**src/design/assert_macros.svh**
```systemverilog
// Assertion helpers shared by the engine files.
`ifndef ASSERT_MACROS_SVH
`define ASSERT_MACROS_SVH

// Same-cycle implication, disabled while reset is asserted.
`define ASSERT_IMPL(name, clk, rst_n, ante, cons, msg) \
	name: assert property (@(posedge clk) disable iff (!rst_n) (ante) |-> (cons)) \
		else $error(msg);

// Next-cycle implication, disabled while reset is asserted.
`define ASSERT_NEXT(name, clk, rst_n, ante, cons, msg) \
	name: assert property (@(posedge clk) disable iff (!rst_n) (ante) |=> (cons)) \
		else $error(msg);

`endif

```
**src/design/i2cm_pkg.sv**
```systemverilog
// ----------------------------------------------------------------------------
// i2cm_pkg
// Types and constants shared by the byte-level I2C master engine.
// ----------------------------------------------------------------------------
`default_nettype none

package i2cm_pkg;

	// Command codes as they arrive on the item channel.
	typedef enum logic [2:0] {
		CMD_NONE   = 3'd0,
		CMD_START  = 3'd1,
		CMD_STOP   = 3'd2,
		CMD_WRITE  = 3'd3,
		CMD_READ   = 3'd4,
		CMD_ADDR_W = 3'd5,
		CMD_ADDR_R = 3'd6
	} cmd_t;

	// Sequencer steps of the bus engine.
	typedef enum logic [4:0] {
		ST_IDLE   = 5'd0,
		ST_S1     = 5'd1,
		ST_S2     = 5'd2,
		ST_P1     = 5'd3,
		ST_P2     = 5'd4,
		ST_P3     = 5'd5,
		ST_W_LOW  = 5'd6,
		ST_W_HIGH = 5'd7,
		ST_A_LOW  = 5'd8,
		ST_A_HIGH = 5'd9,
		ST_A_END  = 5'd10,
		ST_R_PRE  = 5'd11,
		ST_R_LOW  = 5'd12,
		ST_R_HIGH = 5'd13,
		ST_K_PRE  = 5'd14,
		ST_K_LOW  = 5'd15,
		ST_K_HIGH = 5'd16
	} step_t;

	// Configuration register indexes.
	localparam int CFG_INDEX_BITS = 1;
	localparam logic [CFG_INDEX_BITS-1:0] CFG_HALF_PERIOD = 1'd0;
	localparam logic [CFG_INDEX_BITS-1:0] CFG_SLAVE_ADDR  = 1'd1;

	localparam int            CFG_DATA_BITS     = 16;
	localparam logic [15:0]   HALF_PERIOD_RESET = 16'd100;
	localparam logic [3:0]    BITS_PER_BYTE     = 4'd8;
	localparam logic          RW_BIT_WRITE      = 1'b0;
	localparam logic          RW_BIT_READ       = 1'b1;

	// Depth of the queue between front and back; a power of two.
	localparam int QUEUE_DEPTH = 2;
	localparam int QUEUE_PTR_BITS = $clog2(QUEUE_DEPTH);
	localparam int QUEUE_CNT_BITS = $clog2(QUEUE_DEPTH + 1);

	typedef struct packed {
		logic [2:0] kind;
		logic [7:0] tx_byte;
		logic       ack_to_send;
		logic       sda_line;
	} in_t;

	typedef struct packed {
		logic       scl_drive;
		logic       sda_drive;
		logic       busy_res;
		logic       done_res;
		logic [7:0] rx_byte;
		logic       ack_received;
		logic       command_ignored;
	} out_t;

	// A classified tick as it travels through the queue.
	typedef struct packed {
		cmd_t       cmd;
		logic       is_cmd;
		logic [7:0] wr_byte;
		logic       ack_lvl;
		logic       sda;
	} item_t;

endpackage

`default_nettype wire

```
**src/design/i2cm_front.sv**
```systemverilog
// ----------------------------------------------------------------------------
// i2cm_front
// Accepts ticks, decodes the command code and builds the byte to be sent.
// ----------------------------------------------------------------------------
`default_nettype none
`include "assert_macros.svh"

module i2cm_front
	import i2cm_pkg::*;
(
	input  wire logic       clk,
	input  wire logic       arst_n,
	input  wire logic       item_valid,
	output logic            item_stall,
	input  wire in_t        item_data,
	input  wire logic [6:0] slave_address,
	input  wire logic       q_full,
	output logic            q_push,
	output item_t           q_item
);

	logic  valid_s1;
	item_t item_s1;
	item_t decoded;
	logic  take;

	// The decode stage holds its tick only while the queue has no room.
	assign item_stall = valid_s1 && q_full;
	assign q_push     = valid_s1 && !q_full;
	assign q_item     = item_s1;
	assign take       = item_valid && !item_stall;

	// Address commands carry the target address and direction bit as their byte.
	always_comb begin
		decoded.is_cmd  = item_data.kind inside {[CMD_START:CMD_ADDR_R]};
		decoded.cmd     = decoded.is_cmd ? cmd_t'(item_data.kind) : CMD_NONE;
		decoded.ack_lvl = item_data.ack_to_send;
		decoded.sda     = item_data.sda_line;
		case (decoded.cmd)
			CMD_ADDR_W: decoded.wr_byte = {slave_address, RW_BIT_WRITE};
			CMD_ADDR_R: decoded.wr_byte = {slave_address, RW_BIT_READ};
			default:    decoded.wr_byte = item_data.tx_byte;
		endcase
	end

	always_ff @(posedge clk or negedge arst_n) begin
		if (!arst_n) begin
			valid_s1 <= 1'b0;
		end else if (!item_stall) begin
			valid_s1 <= item_valid;
		end
	end

	always_ff @(posedge clk) begin
		if (take) begin
			item_s1 <= decoded;
		end
	end

	`ASSERT_IMPL(a_stall_has_item, clk, arst_n, item_stall, valid_s1, "stall with empty stage")
	`ASSERT_NEXT(a_stage_held, clk, arst_n, item_stall, valid_s1, "stalled tick lost")
	`ASSERT_IMPL(a_push_room, clk, arst_n, q_push, !q_full, "push into full queue")

endmodule

`default_nettype wire

```
**src/design/i2cm_fifo.sv**
```systemverilog
// ----------------------------------------------------------------------------
// i2cm_fifo
// Short queue that decouples the tick decoder from the bus sequencer.
// ----------------------------------------------------------------------------
`default_nettype none
`include "assert_macros.svh"

module i2cm_fifo
	import i2cm_pkg::*;
(
	input  wire logic  clk,
	input  wire logic  arst_n,
	input  wire logic  push,
	input  wire item_t push_item,
	input  wire logic  pop,
	output logic       full,
	output logic       empty,
	output item_t      head
);

	item_t                     mem_q [QUEUE_DEPTH];
	logic [QUEUE_PTR_BITS-1:0] wr_ptr_q;
	logic [QUEUE_PTR_BITS-1:0] rd_ptr_q;
	logic [QUEUE_CNT_BITS-1:0] count_q;

	assign full  = (count_q == QUEUE_CNT_BITS'(QUEUE_DEPTH));
	assign empty = (count_q == '0);
	assign head  = mem_q[rd_ptr_q];

	always_ff @(posedge clk) begin
		if (push) begin
			mem_q[wr_ptr_q] <= push_item;
		end
	end

	always_ff @(posedge clk or negedge arst_n) begin
		if (!arst_n) begin
			wr_ptr_q <= '0;
			rd_ptr_q <= '0;
			count_q  <= '0;
		end else begin
			if (push) begin
				wr_ptr_q <= wr_ptr_q + 1'b1;
			end
			if (pop) begin
				rd_ptr_q <= rd_ptr_q + 1'b1;
			end
			case ({push, pop})
				2'b10:   count_q <= count_q + 1'b1;
				2'b01:   count_q <= count_q - 1'b1;
				default: count_q <= count_q;
			endcase
		end
	end

	`ASSERT_IMPL(a_count_bound, clk, arst_n, 1'b1, count_q <= QUEUE_CNT_BITS'(QUEUE_DEPTH), "queue count exceeds depth")
	`ASSERT_IMPL(a_no_pop_empty, clk, arst_n, empty, !pop, "pop from empty queue")
	`ASSERT_IMPL(a_no_push_full, clk, arst_n, full, !push, "push into full queue")

endmodule

`default_nettype wire

```
**src/design/i2cm_back.sv**
```systemverilog
// ----------------------------------------------------------------------------
// i2cm_back
// Bus sequencer: advances the SCL/SDA phase order one tick per queue entry
// and holds each result in an output register.
// ----------------------------------------------------------------------------
`default_nettype none
`include "assert_macros.svh"

module i2cm_back
	import i2cm_pkg::*;
#(
	parameter int WAIT_COUNTER_BITS = 16
)(
	input  wire logic        clk,
	input  wire logic        arst_n,
	input  wire logic [15:0] half_period_ticks,
	input  wire logic        q_empty,
	input  wire item_t       q_head,
	output logic             q_pop,
	output logic             result_valid,
	input  wire logic        result_stall,
	output out_t             result_data
);

	localparam int WCB = WAIT_COUNTER_BITS;

	step_t          step_q, step_d;
	logic [WCB-1:0] cnt_q, cnt_d;
	logic [3:0]     bc_q, bc_d;
	logic [7:0]     shift_q, shift_d;
	logic           scl_q, scl_d;
	logic           sda_q, sda_d;
	logic           ack_q, ack_d;
	logic           pend_q, pend_d;
	logic [7:0]     rx_q, rx_d;
	logic           done, ignored;
	logic           out_valid_q;
	out_t           out_q;

	logic [31:0]    hp_ext;
	logic           hp_sat;
	logic [WCB-1:0] load_val;
	logic [WCB-1:0] cnt_dec;
	logic           busy, expired;
	logic [3:0]     bc_inc;
	logic           more_bits;
	logic [7:0]     shl_wr;
	logic [7:0]     shl_rd;

	// Wait length: zero acts as one, and a short counter saturates.
	assign hp_ext   = {16'd0, half_period_ticks};
	assign hp_sat   = |(hp_ext >> WCB);
	assign load_val = hp_sat ? '1 :
		(half_period_ticks == '0) ? WCB'(1) : hp_ext[WCB-1:0];

	assign busy      = (step_q != ST_IDLE);
	assign cnt_dec   = (cnt_q == '0) ? '0 : cnt_q - 1'b1;
	assign expired   = (cnt_dec == '0);
	assign bc_inc    = bc_q + 1'b1;
	assign more_bits = (bc_inc < BITS_PER_BYTE);
	assign shl_wr    = {shift_q[6:0], 1'b0};
	assign shl_rd    = {shift_q[6:0], q_head.sda};

	assign q_pop = !q_empty && (!out_valid_q || !result_stall);

	// Next step.
	always_comb begin
		step_d = step_q;
		if (busy) begin
			if (expired) begin
				case (step_q)
					ST_S1:     step_d = ST_S2;
					ST_P1:     step_d = ST_P2;
					ST_P2:     step_d = ST_P3;
					ST_W_LOW:  step_d = ST_W_HIGH;
					ST_W_HIGH: step_d = more_bits ? ST_W_LOW : ST_A_LOW;
					ST_A_LOW:  step_d = ST_A_HIGH;
					ST_A_HIGH: step_d = ST_A_END;
					ST_R_PRE:  step_d = ST_R_LOW;
					ST_R_LOW:  step_d = ST_R_HIGH;
					ST_R_HIGH: step_d = more_bits ? ST_R_LOW : ST_K_PRE;
					ST_K_PRE:  step_d = ST_K_LOW;
					ST_K_LOW:  step_d = ST_K_HIGH;
					default:   step_d = ST_IDLE;
				endcase
			end
		end else if (q_head.is_cmd) begin
			case (q_head.cmd)
				CMD_START: step_d = ST_S1;
				CMD_STOP:  step_d = ST_P1;
				CMD_READ:  step_d = ST_R_PRE;
				default:   step_d = ST_W_LOW;
			endcase
		end
	end

	// Pins, counters and flags.
	always_comb begin
		cnt_d   = cnt_q;
		bc_d    = bc_q;
		shift_d = shift_q;
		scl_d   = scl_q;
		sda_d   = sda_q;
		ack_d   = ack_q;
		pend_d  = pend_q;
		rx_d    = rx_q;
		done    = 1'b0;
		ignored = 1'b0;
		if (busy) begin
			ignored = q_head.is_cmd;
			cnt_d   = cnt_dec;
			if (expired) begin
				cnt_d = load_val;
				case (step_q)
					ST_S1: sda_d = 1'b0;
					ST_P1: scl_d = 1'b1;
					ST_P2: sda_d = 1'b1;
					ST_W_LOW, ST_A_LOW, ST_R_LOW, ST_K_LOW: scl_d = 1'b1;
					ST_W_HIGH: begin
						scl_d   = 1'b0;
						shift_d = shl_wr;
						bc_d    = bc_inc;
						sda_d   = more_bits ? shl_wr[7] : 1'b1;
					end
					ST_A_HIGH: begin
						ack_d = !q_head.sda;
						scl_d = 1'b0;
					end
					ST_R_PRE: begin
						sda_d = 1'b1;
						scl_d = 1'b0;
					end
					ST_R_HIGH: begin
						shift_d = shl_rd;
						bc_d    = bc_inc;
						scl_d   = 1'b0;
						if (!more_bits) begin
							rx_d = shl_rd;
						end
					end
					ST_K_PRE: begin
						scl_d = 1'b0;
						sda_d = pend_q;
					end
					ST_S2: begin
						scl_d = 1'b0;
						cnt_d = '0;
						done  = 1'b1;
					end
					ST_K_HIGH: begin
						scl_d = 1'b0;
						sda_d = 1'b1;
						cnt_d = '0;
						done  = 1'b1;
					end
					default: begin
						cnt_d = '0;
						done  = 1'b1;
					end
				endcase
			end
		end else if (q_head.is_cmd) begin
			cnt_d = load_val;
			case (q_head.cmd)
				CMD_START: begin
					scl_d = 1'b1;
					sda_d = 1'b1;
				end
				CMD_STOP: begin
					scl_d = 1'b0;
					sda_d = 1'b0;
				end
				CMD_READ: begin
					pend_d  = q_head.ack_lvl;
					shift_d = '0;
					bc_d    = '0;
					scl_d   = 1'b0;
				end
				default: begin
					shift_d = q_head.wr_byte;
					bc_d    = '0;
					sda_d   = q_head.wr_byte[7];
				end
			endcase
		end
	end

	always_ff @(posedge clk or negedge arst_n) begin
		if (!arst_n) begin
			step_q      <= ST_IDLE;
			cnt_q       <= '0;
			bc_q        <= '0;
			shift_q     <= '0;
			scl_q       <= 1'b1;
			sda_q       <= 1'b1;
			ack_q       <= 1'b0;
			pend_q      <= 1'b0;
			rx_q        <= '0;
			out_valid_q <= 1'b0;
		end else begin
			if (q_pop) begin
				step_q  <= step_d;
				cnt_q   <= cnt_d;
				bc_q    <= bc_d;
				shift_q <= shift_d;
				scl_q   <= scl_d;
				sda_q   <= sda_d;
				ack_q   <= ack_d;
				pend_q  <= pend_d;
				rx_q    <= rx_d;
				out_valid_q <= 1'b1;
			end else if (!result_stall) begin
				out_valid_q <= 1'b0;
			end
		end
	end

	always_ff @(posedge clk) begin
		if (q_pop) begin
			out_q.scl_drive       <= scl_d;
			out_q.sda_drive       <= sda_d;
			out_q.busy_res        <= (step_d != ST_IDLE);
			out_q.done_res        <= done;
			out_q.rx_byte         <= rx_d;
			out_q.ack_received    <= ack_d;
			out_q.command_ignored <= ignored;
		end
	end

	assign result_valid = out_valid_q;
	assign result_data  = out_q;

	`ASSERT_IMPL(a_idle_cnt, clk, arst_n, step_q == ST_IDLE, cnt_q == '0, "idle with wait pending")
	`ASSERT_IMPL(a_busy_cnt, clk, arst_n, step_q != ST_IDLE, cnt_q != '0, "busy with empty wait")
	`ASSERT_IMPL(a_done_idle, clk, arst_n, out_valid_q && out_q.done_res, !out_q.busy_res, "done while busy")
	`ASSERT_NEXT(a_pop_result, clk, arst_n, q_pop, out_valid_q, "popped tick left no result")

endmodule

`default_nettype wire

```
**src/design/i2c_master_byte_engine.sv**
```systemverilog
// ----------------------------------------------------------------------------
// i2c_master_byte_engine
// Byte-level I2C master timing engine, one beat per bus tick.
// ----------------------------------------------------------------------------
// Every input beat is one tick of the bus timer. It carries an optional
// command (start or repeated start, stop, write byte, read byte, address
// write, address read) and the sampled SDA level, and it yields exactly one
// result beat with the SCL and SDA drive levels, busy and done flags, the
// last received byte, the last acknowledge and a flag for a command that
// was dropped because a sequence was still running. Each wait phase lasts
// half_period_ticks ticks (zero counts as one; a wait counter narrower than
// the register saturates). When neither side stalls, the block sustains one
// beat per clock: a decode stage registers and classifies each tick and forms
// the address byte, a two-entry queue separates it from the sequencer, and
// the sequencer retires one tick per cycle into an output register, so either
// side can stall on its own. A tick's result passes the decode register,
// the queue and the output register. Configuration is written through a
// plain write port; the user must write it only while the engine is idle,
// which the block does not enforce; the one-bit index has no unknown values.
// ----------------------------------------------------------------------------
`default_nettype none

module i2c_master_byte_engine
	import i2cm_pkg::*;
#(
	parameter int WAIT_COUNTER_BITS = 16
)(
	input  wire logic                      clk,
	input  wire logic                      arst_n,
	input  wire logic                      item_valid,
	output logic                           item_stall,
	input  wire in_t                       item_data,
	output logic                           result_valid,
	input  wire logic                      result_stall,
	output out_t                           result_data,
	input  wire logic                      write_en,
	input  wire logic [CFG_INDEX_BITS-1:0] reg_index,
	input  wire logic [CFG_DATA_BITS-1:0]  write_data
);

	logic [15:0] half_period_q;
	logic [6:0]  slave_addr_q;

	logic  q_full, q_empty, q_push, q_pop;
	item_t q_item, q_head;

	// Configuration registers.
	always_ff @(posedge clk or negedge arst_n) begin
		if (!arst_n) begin
			half_period_q <= HALF_PERIOD_RESET;
			slave_addr_q  <= '0;
		end else if (write_en) begin
			case (reg_index)
				CFG_HALF_PERIOD: half_period_q <= write_data[15:0];
				CFG_SLAVE_ADDR:  slave_addr_q  <= write_data[6:0];
				default: ;
			endcase
		end
	end

	i2cm_front u_front (
		.clk           (clk),
		.arst_n        (arst_n),
		.item_valid    (item_valid),
		.item_stall    (item_stall),
		.item_data     (item_data),
		.slave_address (slave_addr_q),
		.q_full        (q_full),
		.q_push        (q_push),
		.q_item        (q_item)
	);

	i2cm_fifo u_fifo (
		.clk       (clk),
		.arst_n    (arst_n),
		.push      (q_push),
		.push_item (q_item),
		.pop       (q_pop),
		.full      (q_full),
		.empty     (q_empty),
		.head      (q_head)
	);

	i2cm_back #(
		.WAIT_COUNTER_BITS (WAIT_COUNTER_BITS)
	) u_back (
		.clk               (clk),
		.arst_n            (arst_n),
		.half_period_ticks (half_period_q),
		.q_empty           (q_empty),
		.q_head            (q_head),
		.q_pop             (q_pop),
		.result_valid      (result_valid),
		.result_stall      (result_stall),
		.result_data       (result_data)
	);

endmodule

`default_nettype wire
```
**config.mk**
```make
export PLATFORM = sky130hd
export DESIGN_NAME = i2c_master_byte_engine
export DESIGN_NICKNAME = d
export VERILOG_FILES = /design/src/design/i2cm_pkg.sv /design/src/design/i2cm_front.sv /design/src/design/i2cm_fifo.sv /design/src/design/i2cm_back.sv /design/src/design/i2c_master_byte_engine.sv
export VERILOG_INCLUDE_DIRS = /design/src /design/src/design
export SDC_FILE = /design/constraint.sdc
export NUM_CORES = 1
export LEC_CHECK = 0
export BUFFER_PORTS_ARGS = -buffer_cell sky130_fd_sc_hd__clkbuf_2
export CAP_MARGIN = 20
export CELL_PAD_IN_SITES_DETAIL_PLACEMENT = 0
export CELL_PAD_IN_SITES_GLOBAL_PLACEMENT = 1
export CORE_ASPECT_RATIO = 1.25
export CORE_MARGIN = 1
export CORE_UTILIZATION = 45
export CTS_BUF_LIST = sky130_fd_sc_hd__clkbuf_4
export CTS_CLUSTER_SIZE = 40
export DETAILED_ROUTE_END_ITERATION = 10
export PLACE_DENSITY_LB_ADDON = 0.2
export SYNTH_ARGS = -nofsm -noshare
export SYNTH_HDL_FRONTEND = slang
export SYNTH_HIERARCHICAL = 1
export SYNTH_SLANG_ARGS = --single-unit
```
**constraint.sdc**
```tcl
create_clock -name clk -period 3 [get_ports clk]
set_input_delay 0.15 -clock clk [delete_from_list [all_inputs] [get_ports clk]]
set_output_delay 0.15 -clock clk [all_outputs]
set_load 0.01 [all_outputs]
```
==> run_results.csv <==
group,metric,value,unit
run_status,status,"finished, violations left",
run_status,violations,"negative setup slack",
timing,fmax,0.327,GHz
power_and_ir_drop,power_frac_clock,19.1,%
setup_path,path_class,"reg2reg",
routing,drt-initial-drc-count,313,
die,dieArea,15000,um2
timing,rsz0062_at_grt,"yes",
placed_design,gp_congestion,0.872,
power_and_ir_drop,powerDensity,772,nW/um2
yosys,synth_cell_types,77,
power_and_ir_drop,p_leak,3.41,nW
yosys,synthesis.instances,568,
power_and_ir_drop,power.share.switching,36.4,%
yosys,synth_edf_count,56,
clock_tree,cts_max_level,4,
die,rows,48,
routing,drc,0,
global_routing,grt_pass1_wl,25500,um
placed_design,place_ws,-239,ps
setup_path,endpoint_kind,"flip-flop",
routing,wirelength,15800,um
min_path,min_path_cells,3,
timing,finClkSkew,20.1,ps
yosys,yosys_most_used_dff,"dfrtp_1",
placed_design,place_hpwl,11100,um
setup_path,cp.arrival,3500,ps
placed_design,port_buffers,50,
clock_tree,root_buffer,"clkbuf_4",
timing,slew_violations,0,
yosys,synth_seq_cells,129,
cells_and_area,syn_to_final_growth,25.1,%
timing,slew_headroom,36.2,%
cells_and_area,fillers,1163,
cells_and_area,postLayoutCellArea,8190,um2
clock_tree,cts_tree,"built",
min_path,min-delay-start,"reg_index",
die,core,14000,um2
die,pin_count,51,
yosys,seq_area_frac_synth,53.7,%
global_routing,antenna_found_initial,1,
yosys,syn-mean-instance-area,11.5,um2
setup_path,path_max_fanout,7,
power_and_ir_drop,power.internal,0.00402,W
min_path,hold_class,"in2reg",
die,die_y,137,um
cells_and_area,multi_input_area,2910,um2
global_routing,grt_start_max_net_pins,74,
routing,num_vias,5086,
die,die_x,110,um
timing,min_period,3060,ps
timing,worst_slack,-55.1,ps
setup_path,ff2ff_path_depth,10,
yosys,synth.net_count,606,
timing,finalSetupViolations,18,
setup_path,r2r-start,"u_back/cnt_q[0]",
global_routing,grt_pass1_vias,5075,
setup_path,start_kind,"flip-flop",
routing,vias_per_cell,5.69,
routing,drt_first_pass_iters,5,
yosys,netlist_area,6550,um2
routing,post_drt_wl_per_cell,17.7,um
timing,worstMarginPinSlew,953,ps
clock_tree,cts.path.max_buffers,2,
setup_path,rr_endpoint,"u_back/bc_q[2]",
power_and_ir_drop,peakVddDrop,0.322,mV
cells_and_area,layout-drive-gt1-share,36.1,%
routing,postRouteAntennaNets,0,
setup_path,worstPathRequired,3440,ps
timing,hold_viol,0,
cells_and_area,nNetsFinal,743,
run,drv_cap,0,
power_and_ir_drop,p_sw,0.00230,W
placed_design,dpl_cell_area,7330,um2
yosys,ys_warn_count,6,
power_and_ir_drop,p_seq_share,41.1,%
clock_tree,insertion_delay,530,ps
power_and_ir_drop,combinationalPowerShare,39.8,%
timing,fin_crit_sh,102,%
global_routing,grt_usage,22.7,%
clock_tree,path_clk_slew,120,ps
clock_tree,cts_made_buffers,17,
clock_tree,cts.sinks,129,
global_routing,overflow,0,
die,initial_core_util,46.8,%
cells_and_area,final-seq-area,3510,um2
yosys,synthArstFlopShare,56.6,%
setup_path,r2r_setup_slack,-60,ps
min_path,whs_endpoint,"half_period_q[3]",
[what timing repair did]
item                                    4_1_cts  5_1_grt
cloned                                        0        1
endpoints found under the setup margin       55       43
pin swaps                                     5       15
hold buffers                                 36        0
hold endpoints to repair                    107        0
buffers inserted                              2        4
resized for setup                             5       37
[placed cells by master (no fill, tap or decap), types with 4 or more instances in the layout]
cell type	Yosys	final
dfrtp_1	68	68
buf_4	1	57
edfxtp_1	56	56
clkbuf_2	0	49
mux2_2	43	42
dlygate4sd3_1	0	36
nor2_1	37	36
nand2_1	33	31
o21ai_0	29	25
a21oi_1	26	25
mux2_4	19	20
clkbuf_4	0	19
nor3_1	20	18
inv_1	17	16
nand3_1	17	15
a31oi_1	13	13
nor4_1	14	12
buf_6	4	10
o211ai_1	8	8
nand2b_1	7	7
xor2_1	6	6
xnor2_1	6	6
nor2b_1	7	6
a221o_1	6	6
inv_6	0	5
dfstp_2	5	5
or4_1	5	5
or2_2	5	5
nand3b_1	4	4
o21ai_1	3	4
and2_1	5	4
[power groups by stage]
stage | registers (W) | logic [W] | clock network (W)
final | 0.00260 | 0.00252 | 0.00121
after global routing | 0.00266 | 0.00273 | 0.00133
after CTS | 0.00260 | 0.00240 | 0.00125
after detailed placement | 0.00264 | 0.00230 | 0
after global placement | 0.00261 | 0.00226 | 0
after floorplan | 0.00258 | 0.00156 | 0
[metrics by stage]
stage | instances | TNS (ps) | total power [W] | utilization, % | hold slack (ps)
3_3_place_gp | 819 | -3460 | 0.00487 | 52.4 | 330
4_1_cts | 889 | -116 | 0.00625 | 57.3 | 89.5
5_1_grt | 894 | -3720 | 0.00672 | 58.5 | 123
6_report | 894 | -346 | 0.00632 | 58.5 | 155
3_5_place_dp | 819 | -7010 | 0.00494 | 52.4 | 332
2_1_floorplan | 568 | -64.6 | 0.00415 | - | -146
[Yosys cell counts, drive strengths merged (2+ instances only)]
| cell | instances | share of area [%] |
|---|---|---|
| a2111o | 2 | 0.34 |
| a2111oi | 3 | 0.40 |
| a211o | 2 | 0.27 |
| a211oi | 2 | 0.23 |
| a21oi | 26 | 2.0 |
| a221o | 6 | 0.92 |
| a22o | 3 | 0.40 |
| a311oi | 2 | 0.27 |
| a31o | 3 | 0.40 |
| a31oi | 13 | 1.2 |
| a32oi | 3 | 0.40 |
| and2 | 6 | 0.59 |
| and3 | 6 | 0.59 |
| buf | 11 | 1.6 |
| clkbuf | 25 | 1.4 |
| dfrtp | 68 | 26 |
| dfstp | 5 | 2.0 |
| edfxtp | 56 | 26 |
| ha | 3 | 0.57 |
| inv | 17 | 0.97 |
| mux2 | 63 | 12 |
| mux2i | 3 | 0.46 |
| nand2 | 34 | 2.0 |
| nand2b | 7 | 0.67 |
| nand3 | 17 | 1.3 |
| nand3b | 4 | 0.46 |
| nand4 | 2 | 0.19 |
| nor2 | 39 | 2.4 |
| nor2b | 7 | 0.67 |
| nor3 | 20 | 1.5 |
| nor4 | 14 | 1.3 |
| o211ai | 8 | 0.92 |
| o21ai | 32 | 2.4 |
| o31a | 3 | 0.40 |
| o31ai | 2 | 0.23 |
| o41ai | 4 | 0.76 |
| or2 | 6 | 0.57 |
| or3 | 3 | 0.29 |
| or4 | 5 | 0.57 |
| xnor2 | 6 | 0.80 |
| xor2 | 6 | 0.80 |
[registers in the layout, summed over array words and instances, names as in the netlist]
signal and cells:
half_period_q 16, slave_addr_q 7, u_back/ack_q 1, u_back/bc_q 4, u_back/cnt_q 16, u_back/pend_q 1, u_back/result_data 14, u_back/result_valid 1
u_back/rx_q 8, u_back/scl_q 1, u_back/sda_q 1, u_back/shift_q 7, u_back/step_q 5, u_fifo/count_q 2, u_fifo/mem_q 28, u_fifo/rd_ptr_q 1
u_fifo/wr_ptr_q 1, u_front/q_item 14, u_front/valid_s1 1
[how the worst max path moves through the flow]
stage                          from          endpoint  slack (ps)  cells past startpoint
floorplan           u_back/cnt_q[1]  u_back/step_q[4]         -60                     12
CTS                 u_back/cnt_q[0]   u_back/cnt_q[6]         -20                     11
global placement    u_back/cnt_q[1]  u_back/step_q[4]        -150                     10
global route        u_back/cnt_q[0]    u_back/bc_q[2]        -170                     10
finish              u_back/cnt_q[0]    u_back/bc_q[2]         -60                     10
detailed placement  u_back/cnt_q[1]  u_back/step_q[4]        -240                     10
[per-layer routing]
metal,track usage (%),routed length (um)
met1,27.0,6570
met2,39.3,8270
met3,5.24,611
met4,8.52,334
met5,0,0
[logic make-up after synthesis]
group / after synthesis / share of synthesized area, %
buf+inv: 54 / 4.11
fa+ha+maj: 3 / 0.574
xor+xnor: 12 / 1.61
mux: 66 / 12.4
simple gates: 174 / 13.7
flops: 129 / 53.7
compound gates: 130 / 13.9
[critical path, cell delays in order, from the launching register on]
cell and delay (ps):
dfrtp_1 420, inv_2 90, ha_4 130, or4b_4 520, o41ai_4 360, nand2_1 90
a2111o_1 370, buf_6 170, o21a_4 220, or4_1 470, a21oi_1 150
[layout make-up]
| type | instances | share of cell area (%) |
|---|---|---|
| antenna | 1 | 0.0306 |
| clock buffer | 19 | 1.74 |
| clock inverter | 13 | 1.83 |
| inverter | 18 | 0.825 |
| multi-input combinational | 385 | 35.5 |
| sequential | 129 | 42.9 |
| tap | 175 | 2.67 |
| timing repair buffer | 154 | 14.5 |
No activity file was read; power rests on OpenSTA's default activity.
